$ cat src/design/bounded_set_store_engine_defines.svh
// Assertion macros used by the set store datapath.
`ifndef BOUNDED_SET_STORE_ENGINE_DEFINES_SVH
`define BOUNDED_SET_STORE_ENGINE_DEFINES_SVH

// Check a condition at every clock edge outside reset.
`define BSSE_ASSERT(lbl, expr, msg) \
    lbl: assert property (@(posedge clk) disable iff (!rst_n) (expr)) \
        else $error(msg);

// Check a condition in the cycle after a trigger.
`define BSSE_ASSERT_NEXT(lbl, ante, cons, msg) \
    lbl: assert property (@(posedge clk) disable iff (!rst_n) (ante) |=> (cons)) \
        else $error(msg);

`endif

$ cat src/design/bsse_pkg.sv
// Types, codes and constants shared by the set store modules.
`default_nettype none
package bsse_pkg;
    localparam int MAX_SETS_DEF = 8;
    localparam int SET_SIZE_DEF = 16;
    localparam int CMD_W        = 3;
    localparam int IDX_W        = 3;
    localparam int WORD_W       = 32;
    localparam int STATUS_W     = 3;
    localparam int SIU_W        = 4;

    typedef enum logic [CMD_W-1:0] {
        CMD_CREATE = 3'd0,
        CMD_INSERT = 3'd1,
        CMD_REMOVE = 3'd2,
        CMD_UNION  = 3'd3,
        CMD_ISECT  = 3'd4,
        CMD_READ   = 3'd5,
        CMD_SEARCH = 3'd6
    } cmd_t;

    typedef enum logic [STATUS_W-1:0] {
        STS_OK     = 3'd0,
        STS_BADIDX = 3'd1,
        STS_FULL   = 3'd2,
        STS_OVER   = 3'd3,
        STS_DUP    = 3'd4,
        STS_FEW    = 3'd5,
        STS_ENDED  = 3'd6,
        STS_NONE   = 3'd7
    } status_t;

    typedef enum logic [1:0] {
        ITEM_ZERO  = 2'd0,
        ITEM_RDATA = 2'd1,
        ITEM_INDEX = 2'd2
    } item_sel_t;

    typedef struct packed {
        logic      load_value;
        logic      load_elem_value;
        logic      load_elem_rdata;
        logic      mem_rd;
        logic      mem_wr;
        logic      wsel_rdata;
        logic      size_wr;
        logic      total_inc;
        logic      total_dec;
        logic      out_load;
        item_sel_t isel;
        status_t   st;
        logic      last;
    } dp_cmd_t;

    typedef struct packed {
        logic match;
        logic value_zero;
        logic out_free;
    } dp_stat_t;
endpackage
`default_nettype wire

$ cat src/design/bsse_out_if.sv
// Result channel: valid/ready handshake with the result fields.
`default_nettype none
interface bsse_out_if;
    logic                valid;
    logic                ready;
    logic [2:0]          status;
    logic signed [31:0]  item;
    logic [3:0]          sets_in_use;
    logic                last;

    modport source (output valid, output status, output item, output sets_in_use,
                    output last, input ready);
    modport sink (input valid, input status, input item, input sets_in_use,
                  input last, output ready);
endinterface
`default_nettype wire

$ cat src/design/bsse_datapath.sv
// Set store datapath: element memory, set sizes, set count and result register.
`default_nettype none
`include "bounded_set_store_engine_defines.svh"
module bsse_datapath #(
    parameter int MAX_SETS = bsse_pkg::MAX_SETS_DEF,
    parameter int SET_SIZE = bsse_pkg::SET_SIZE_DEF
) (
    input  wire                                  clk,
    input  wire                                  rst_n,
    input  wire logic signed [31:0]              value,
    bsse_out_if.source                           rsp,
    input  wire bsse_pkg::dp_cmd_t               dc,
    output bsse_pkg::dp_stat_t                   stat,
    input  wire logic [$clog2(MAX_SETS)-1:0]     rd_row,
    input  wire logic [$clog2(SET_SIZE)-1:0]     rd_col,
    input  wire logic [$clog2(MAX_SETS)-1:0]     wr_row,
    input  wire logic [$clog2(SET_SIZE)-1:0]     wr_col,
    input  wire logic [$clog2(MAX_SETS)-1:0]     size_idx,
    input  wire logic [$clog2(MAX_SETS)-1:0]     size_wr_idx,
    input  wire logic [$clog2(SET_SIZE+1)-1:0]   size_wdata,
    input  wire logic [$clog2(MAX_SETS+1)-1:0]   eidx,
    output logic [$clog2(MAX_SETS+1)-1:0]        total,
    output logic [$clog2(SET_SIZE+1)-1:0]        size_rd
);
    import bsse_pkg::*;

    localparam int DEPTH = MAX_SETS * SET_SIZE;
    localparam int AW    = $clog2(DEPTH);
    localparam int TW    = $clog2(MAX_SETS + 1);
    localparam int NW    = $clog2(SET_SIZE + 1);
    localparam logic [AW-1:0] ROW_STRIDE = AW'(SET_SIZE);

    logic [WORD_W-1:0]        mem [DEPTH];
    logic [WORD_W-1:0]        rdata_reg;
    logic [WORD_W-1:0]        value_reg;
    logic [WORD_W-1:0]        elem_reg;
    logic [NW-1:0]            sizes_reg [MAX_SETS];
    logic [TW-1:0]            total_reg;
    logic                     out_valid_reg;
    logic [STATUS_W-1:0]      out_status_reg;
    logic [WORD_W-1:0]        out_item_reg;
    logic [SIU_W-1:0]         out_siu_reg;
    logic                     out_last_reg;
    logic [AW-1:0]            raddr;
    logic [AW-1:0]            waddr;
    logic [WORD_W-1:0]        wdata;
    logic [WORD_W-1:0]        item_next;

    assign raddr = AW'(rd_row) * ROW_STRIDE + AW'(rd_col);
    assign waddr = AW'(wr_row) * ROW_STRIDE + AW'(wr_col);
    assign wdata = dc.wsel_rdata ? rdata_reg : elem_reg;

    always_ff @(posedge clk)
    begin
        if (dc.mem_wr)
        begin
            mem[waddr] <= wdata;
        end
        if (dc.mem_rd)
        begin
            rdata_reg <= mem[raddr];
        end
    end

    always_ff @(posedge clk)
    begin
        if (dc.load_value)
        begin
            value_reg <= value;
        end
        if (dc.load_elem_value)
        begin
            elem_reg <= value_reg;
        end
        else if (dc.load_elem_rdata)
        begin
            elem_reg <= rdata_reg;
        end
    end

    always_ff @(posedge clk or negedge rst_n)
    begin
        if (!rst_n)
        begin
            for (int s = 0; s < MAX_SETS; s++)
            begin
                sizes_reg[s] <= '0;
            end
            total_reg <= '0;
        end
        else
        begin
            if (dc.size_wr)
            begin
                sizes_reg[size_wr_idx] <= size_wdata;
            end
            if (dc.total_inc)
            begin
                total_reg <= total_reg + TW'(1);
            end
            else if (dc.total_dec)
            begin
                total_reg <= total_reg - TW'(1);
            end
        end
    end

    always_comb
    begin
        unique case (dc.isel)
            ITEM_RDATA: item_next = rdata_reg;
            ITEM_INDEX: item_next = WORD_W'(eidx);
            default:    item_next = '0;
        endcase
    end

    // Hold a result until the receiver takes it.
    always_ff @(posedge clk or negedge rst_n)
    begin
        if (!rst_n)
        begin
            out_valid_reg <= 1'b0;
        end
        else if (dc.out_load)
        begin
            out_valid_reg <= 1'b1;
        end
        else if (rsp.ready)
        begin
            out_valid_reg <= 1'b0;
        end
    end

    always_ff @(posedge clk)
    begin
        if (dc.out_load)
        begin
            out_status_reg <= dc.st;
            out_item_reg   <= item_next;
            out_siu_reg    <= SIU_W'(total_reg);
            out_last_reg   <= dc.last;
        end
    end

    assign rsp.valid       = out_valid_reg;
    assign rsp.status      = out_status_reg;
    assign rsp.item        = out_item_reg;
    assign rsp.sets_in_use = out_siu_reg;
    assign rsp.last        = out_last_reg;

    assign total           = total_reg;
    assign size_rd         = sizes_reg[size_idx];
    assign stat.match      = (rdata_reg == elem_reg);
    assign stat.value_zero = (value_reg == '0);
    assign stat.out_free   = !out_valid_reg || rsp.ready;

    `BSSE_ASSERT(a_total_bound, total_reg <= TW'(MAX_SETS), "set count above maximum")
    `BSSE_ASSERT(a_load_free, !dc.out_load || !out_valid_reg || rsp.ready,
                 "result overwritten before transfer")
    `BSSE_ASSERT(a_waddr_range, !dc.mem_wr || (waddr <= AW'(DEPTH - 1)),
                 "element write outside store")
    `BSSE_ASSERT_NEXT(a_total_inc, dc.total_inc, total_reg == $past(total_reg) + TW'(1),
                      "set count did not advance")
endmodule
`default_nettype wire

$ cat src/flat_wrapper.sv
// flat-port wrapper written by rule: the top's interface ports become plain ports
module bsse_datapath_flat import bsse_pkg::*;
#(
    parameter int MAX_SETS = bsse_pkg::MAX_SETS_DEF,
    parameter int SET_SIZE = bsse_pkg::SET_SIZE_DEF
)
  (clk, rst_n, value, dc, stat, rd_row, rd_col, wr_row, wr_col, size_idx, size_wr_idx, size_wdata, eidx, total, size_rd, rsp_valid, rsp_status, rsp_item, rsp_sets_in_use, rsp_last, rsp_ready);
  bsse_out_if rsp_i ();
  input  wire clk;
  input  wire rst_n;
  input  wire logic signed [31:0] value;
  input  wire bsse_pkg::dp_cmd_t dc;
  output bsse_pkg::dp_stat_t stat;
  input  wire logic [$clog2(MAX_SETS)-1:0] rd_row;
  input  wire logic [$clog2(SET_SIZE)-1:0] rd_col;
  input  wire logic [$clog2(MAX_SETS)-1:0] wr_row;
  input  wire logic [$clog2(SET_SIZE)-1:0] wr_col;
  input  wire logic [$clog2(MAX_SETS)-1:0] size_idx;
  input  wire logic [$clog2(MAX_SETS)-1:0] size_wr_idx;
  input  wire logic [$clog2(SET_SIZE+1)-1:0] size_wdata;
  input  wire logic [$clog2(MAX_SETS+1)-1:0] eidx;
  output logic [$clog2(MAX_SETS+1)-1:0] total;
  output logic [$clog2(SET_SIZE+1)-1:0] size_rd;
  output wire logic [$bits(rsp_i.valid)-1:0] rsp_valid;
  output wire logic [$bits(rsp_i.status)-1:0] rsp_status;
  output wire logic [$bits(rsp_i.item)-1:0] rsp_item;
  output wire logic [$bits(rsp_i.sets_in_use)-1:0] rsp_sets_in_use;
  output wire logic [$bits(rsp_i.last)-1:0] rsp_last;
  input wire logic [$bits(rsp_i.ready)-1:0] rsp_ready;
  assign rsp_valid = rsp_i.valid;
  assign rsp_status = rsp_i.status;
  assign rsp_item = rsp_i.item;
  assign rsp_sets_in_use = rsp_i.sets_in_use;
  assign rsp_last = rsp_i.last;
  assign rsp_i.ready = rsp_ready;
  bsse_datapath #(.MAX_SETS(MAX_SETS), .SET_SIZE(SET_SIZE)) u_core (.clk(clk), .rst_n(rst_n), .value(value), .rsp(rsp_i), .dc(dc), .stat(stat), .rd_row(rd_row), .rd_col(rd_col), .wr_row(wr_row), .wr_col(wr_col), .size_idx(size_idx), .size_wr_idx(size_wr_idx), .size_wdata(size_wdata), .eidx(eidx), .total(total), .size_rd(size_rd));
endmodule
$ cat config.mk
export PLATFORM = sky130hd
export DESIGN_NAME = bsse_datapath_flat
export DESIGN_NICKNAME = d
export VERILOG_FILES = /design/src/design/bsse_pkg.sv /design/src/design/bsse_out_if.sv /design/src/design/bsse_datapath.sv /design/src/flat_wrapper.sv
export VERILOG_INCLUDE_DIRS = /design/src /design/src/design
export SDC_FILE = /design/constraint.sdc
export NUM_CORES = 2
export LEC_CHECK = 0
export ABC_AREA = 0
export BUFFER_PORTS_ARGS = -buffer_cell sky130_fd_sc_hd__buf_2
export CORE_ASPECT_RATIO = 1.25
export CORE_MARGIN = 3
export CORE_UTILIZATION = 45
export DETAILED_ROUTE_END_ITERATION = 16
export PLACE_DENSITY = 0.72
export SYNTH_ARGS = -nofsm -noshare
export SYNTH_HDL_FRONTEND = slang
export SYNTH_SLANG_ARGS = --single-unit
$ cat constraint.sdc
create_clock -name clk -period 2.9 [get_ports clk]
set_input_delay 0.145 -clock clk [delete_from_list [all_inputs] [get_ports clk]]
set_output_delay 0.145 -clock clk [all_outputs]
set_load 0.05 [all_outputs]
== Word-level counts from Yosys, hierarchy flattened ==
Memory sizes are Yosys's and may differ from the RTL's. A register that Yosys moved wholly into a read port is not among the register bits.
Cells that the tools add are included.
Operators by class
  bitwise gates (word level): 2
  mux-type cells: 16
  reductions and logical operators: 7
  add/sub/neg operators: 4
  order comparisons: 3
  equal/unequal tests: 3
Operator list (count)
  $mux W32: 3
  $pmux W32 S2: 1
  $bwmux W40: 1
  $eq A32 B32 Y1: 1
  $logic_not A32 Y1: 1
  $bmux W5 S3: 1
  $demux W5 S3: 1
  $mux W5: 3
  $add A7 B4 Y7: 2
  $ge A4 B4 Y1 const B: 2
  $mux W4: 2
  $not A3 Y4: 2
  $reduce_bool A2 Y1: 3
  $add A4 B1 Y4 const B: 1
  $lt A4 B1 Y1 const B: 1
  $mux W1: 4
  $sub A4 B1 Y4 const B: 1
  $eq A2 B1 Y1 const B: 1
  $eq A2 B2 Y1 const B: 1
  $logic_and A1 B1 Y1: 1
  $logic_not A1 Y1: 1
  $logic_or A1 B1 Y1: 1
Storage, ports and cells
  memories: 1
  RAM bits: 4096
  flip-flop bits (word level): 149
  output and inout bits: 53
  input bits: 80
Memory list
  u_core.mem: depth 128, bits a word 32, rd ports 1, clocked after memory_dff 1, wr ports 1, line bsse_datapath.sv:33  | logic [WORD_W-1:0] mem [DEPTH];

== Longest topological paths before layout ==
  word-level depth: 6
  gate-level depth with buffers: 8
  gate-level depth less buffers: 6

== Worst setup path before layout ==
OpenSTA, ideal clock, no wires.
  path type: input -> register
  start point: input dc[11] in the netlist's numbering
  end point: memory u_core.mem[100][0], enable pin
  stages on the path: 3
  arrival time: 2922 ps
  required time: 2439 ps
  library setup time: 461 ps
  buffers on the path: 1
  setup slack: -483 ps
  cell sequence: clkbuf_1 -> nand4_1 -> nor3_1
Between the ends
  longest elaborated chain between the ends: 2
RTL lines
  start: declaration: line flat_wrapper.sv:12  | input wire bsse_pkg::dp_cmd_t dc;
  $mux W1: line bsse_datapath.sv:55  | if (dc.mem_wr)
  $mux W1 (not written as such): line bsse_datapath.sv:57  | mem[waddr] <= wdata;
  end: declaration: line bsse_datapath.sv:33
Every way passes these cells.

==> run_results.csv <==
group,metric,value,unit
detailed_routing,route.vias.total,77200,
cts,clock_latency,950,ps
cts,clockBufferDepth,4,
worst_hold_path,hp-start,"wr_col[3]",
detailed_routing,ant_nets,0,
power,power_leakage,0.0590,uW
cts,cts_tree,"done",
setup_path,cp_slowest_cell,"edfxtp_1",
cells_and_area,mostFrequentLayoutCells,"edfxtp_1 (4232), mux4_2 (1354), clkbuf_16 (381)",
cells_and_area,area_growth_syn_to_layout,16.4,%
die,core.rowCount,246,
worst_hold_path,whs_endpoint,"u_core.mem[94][26]",
grt,grt_pass1_wl,600,mm
setup_path,cp.buffers_inverters,1,
power,ir_drop,0.595,mV
grt,antenna_found_initial,42,
setup_path,worstPathMaxFanout,4,
outcome,status,"finished, final reports clean",
synth,syn-num-nets,6479,
sta,slew_viol_final,0,
die,dieArea,0.370,sq mm
detailed_routing,wire_per_inst,34.8,um
placement,place_area,0.177,sq mm
setup_path,r2r_end,"u_core.rdata_reg[11]",
die,coreArea,0.360,sq mm
cells_and_area,postLayoutCellArea,0.190,sq mm
power,power.density,685,mW/mm^2
detailed_routing,firstDrtPassIters,6,
setup_path,worstSetupStartpointType,"flop",
sta,skew,44.3,ps
cts,root_buffer,"clkbuf_16",
grt,first_global_vias,78900,
sta,relSlewSlack,3.37,%
setup_path,path_cells,"xor2_1 > nor4_1 > nand4_1 > nor2_1 > buf_12",
die,die_h,679,um
setup_path,ff2ff_path_depth,4,
synth,syn_area,0.163,sq mm
setup_path,critical_path_arrival,2740,ps
detailed_routing,drc_errors,0,
die,io-pin-count,133,
setup_path,r2r_slack,100,ps
grt,grt-ovfl-total,0,
setup_path,worstSetupPathType,"reg -> out",
sta,fmax,347,MHz
sta,finalCriticalPeriod,2880,ps
die,start_util,45.3,%
synth,synth-seq-area-share,78.5,%
sta,setup_viol_count_final,0,
sta,finalHoldViolCount,0,
cells_and_area,final_common_cell,"edfxtp_1",
synth,synth.avg_cell_area,25.5,sq um
cts,cts.clk_slew.worst_paths,60,ps
detailed_routing,drt_iter0_markers,11700,
placement,post-place-ws,-619,ps
cells_and_area,largest_register_ffs,4096,
grt,grt_max_degree,129,
synth,ys_warn_count,0,
detailed_routing,vias_per_cell,6.30,
cts,cts_sinks,4277,
synth,ys_types,32,
die,die_w,545,um
worst_hold_path,hp-class,"in -> reg",
sta,setup_ws,15.8,ps
synth,synth-seq-cells,4277,
setup_path,timing.rr.start,"u_core.mem[119][11]",
sta,timing.final.crit_share,99.5,%
setup_path,cp-end-kind,"output port",
setup_path,cp_top_family,"flip-flops",
cells_and_area,final_layout_size_suffix_gt1_share,37.7,%
setup_path,cp.required,2760,ps
sta,worst_pin_slew,1450,ps
synth,netlist_instances,6394,
cells_and_area,final_net_count,7301,
placement,dpl.hpwl,236,mm
cts,cts.htree.levels,5,
placement,port_buffers,132,
detailed_routing,drt_wl_total,426,mm
grt,grt.total_usage,22.9,%
cts,numCtsBuffers,370,
setup_path,max_stage_delay,670,ps
flow_run,maxCapViolCount,0,
worst_hold_path,holdPathStages,4,
placement,place.gp.congestion,0.834,
[area by class of cell]
| cell class | instances | area [sq um] |
|---|---|---|
| Inverter | 3 | 11.3 |
| Antenna cell | 38 | 95.1 |
| Tap cell | 4712 | 5900 |
| Fill cell | 25900 | 170000 |
| Clock inverter | 219 | 2180 |
| Sequential cell | 4277 | 128000 |
| Clock buffer | 443 | 9790 |
| Multi-Input combinational cell | 1785 | 34800 |
| Timing Repair Buffer | 779 | 8960 |
[worst min-delay path, delay by kind of cell]
family / cells / cell delay (ps)
buffers and inverters: 2 / 390
and+or+nand+nor: 2 / 220
[power by group]
| part | total (uW) | switching, uW | internal, uW | leakage, uW |
|---|---|---|---|---|
| combinational | 9940 | 6440 | 3500 | 0.0144 |
| clock | 49500 | 21900 | 27700 | 0.00583 |
| sequential | 70700 | 420 | 70300 | 0.0387 |
| total | 130000 | 28700 | 101000 | 0.0590 |
[how the worst max path moves through the flow]
stage	startpoint	to	slack [ps]	cells after the start
4_1_cts	u_core.rdata_reg[31]	stat[2]	7	5
3_3_place_gp	rd_col[0]	u_core.rdata_reg[9]	-580	8
3_5_place_dp	rd_col[0]	u_core.rdata_reg[9]	-620	8
2_1_floorplan	dc[11]	u_core.mem[100][0]	-480	3
6_report	u_core.rdata_reg[31]	stat[2]	20	5
5_1_grt	u_core.rdata_reg[30]	stat[2]	-10	5
[cell usage after synthesis (all sizes together)]
library cell | count | share of area (%)
or3 | 1 | 0.0038
nor4 | 16 | 0.061
xor2 | 32 | 0.17
a21oi | 1 | 0.0031
a22oi | 4 | 0.018
or2 | 1 | 0.0038
mux4 | 1354 | 19
inv | 3 | 0.0069
nor2b | 9 | 0.034
mux2 | 142 | 0.98
dfrtp | 45 | 0.69
nand4b | 3 | 0.016
nand4 | 8 | 0.031
nor2 | 129 | 0.30
clkbuf | 194 | 0.45
fa | 1 | 0.012
nand2 | 16 | 0.037
a21o | 1 | 0.0046
nor3b | 2 | 0.0092
and2 | 28 | 0.11
buf | 135 | 0.38
edfxtp | 4232 | 78
ha | 4 | 0.031
mux2i | 1 | 0.0061
nand3 | 12 | 0.037
nand2b | 5 | 0.019
nor3 | 11 | 0.034
xnor2 | 3 | 0.016
o21ai | 1 | 0.0031
[cell families (layout without fill, tap and decap cells)]
logic type / after synthesis / count (layout) / synth area share, %
simple gates: 241 / 241 / 0.690
buf+inv: 332 / 1444 / 0.836
compound gates: 7 / 7 / 0.0291
flops: 4277 / 4277 / 78.5
fa+ha+maj: 5 / 5 / 0.0429
xor+xnor: 35 / 35 / 0.188
mux: 1497 / 1497 / 19.7
other cells: 0 / 38 / 0
[per-layer routing]
layer	GRT usage, %	part of all wire, %	up-vias
met1	29.8	35	41600
li1	-	-	29600
met4	8.90	3.9	10
met2	38.3	50	5244
met3	4.52	11	814
met5	0	0.017	-
[timing repair]
action                     CTS  global route
resized for setup            2             0
hold buffers               111             0
setup buffers               10             0
setup endpoints to repair    1             0
hold endpoints to repair   229             0
[metrics by stage]
step / utilization (%) / hold WS, ps / total power [uW] / TNS (ps) / instances
after floorplan: - / -151 / 77100 / -45180 / 6394
after global placement: 49.0 / 325 / 81200 / -14310 / 11400
after detailed placement: 49.0 / 323 / 81600 / -14830 / 11400
after CTS: 52.7 / 9.55 / 130000 / 0 / 12200
after global routing: 52.7 / 72.4 / 133000 / -13.2 / 12200
final: 52.7 / 49.8 / 130000 / 0 / 12300
No activity file was read; power rests on OpenSTA's default activity.
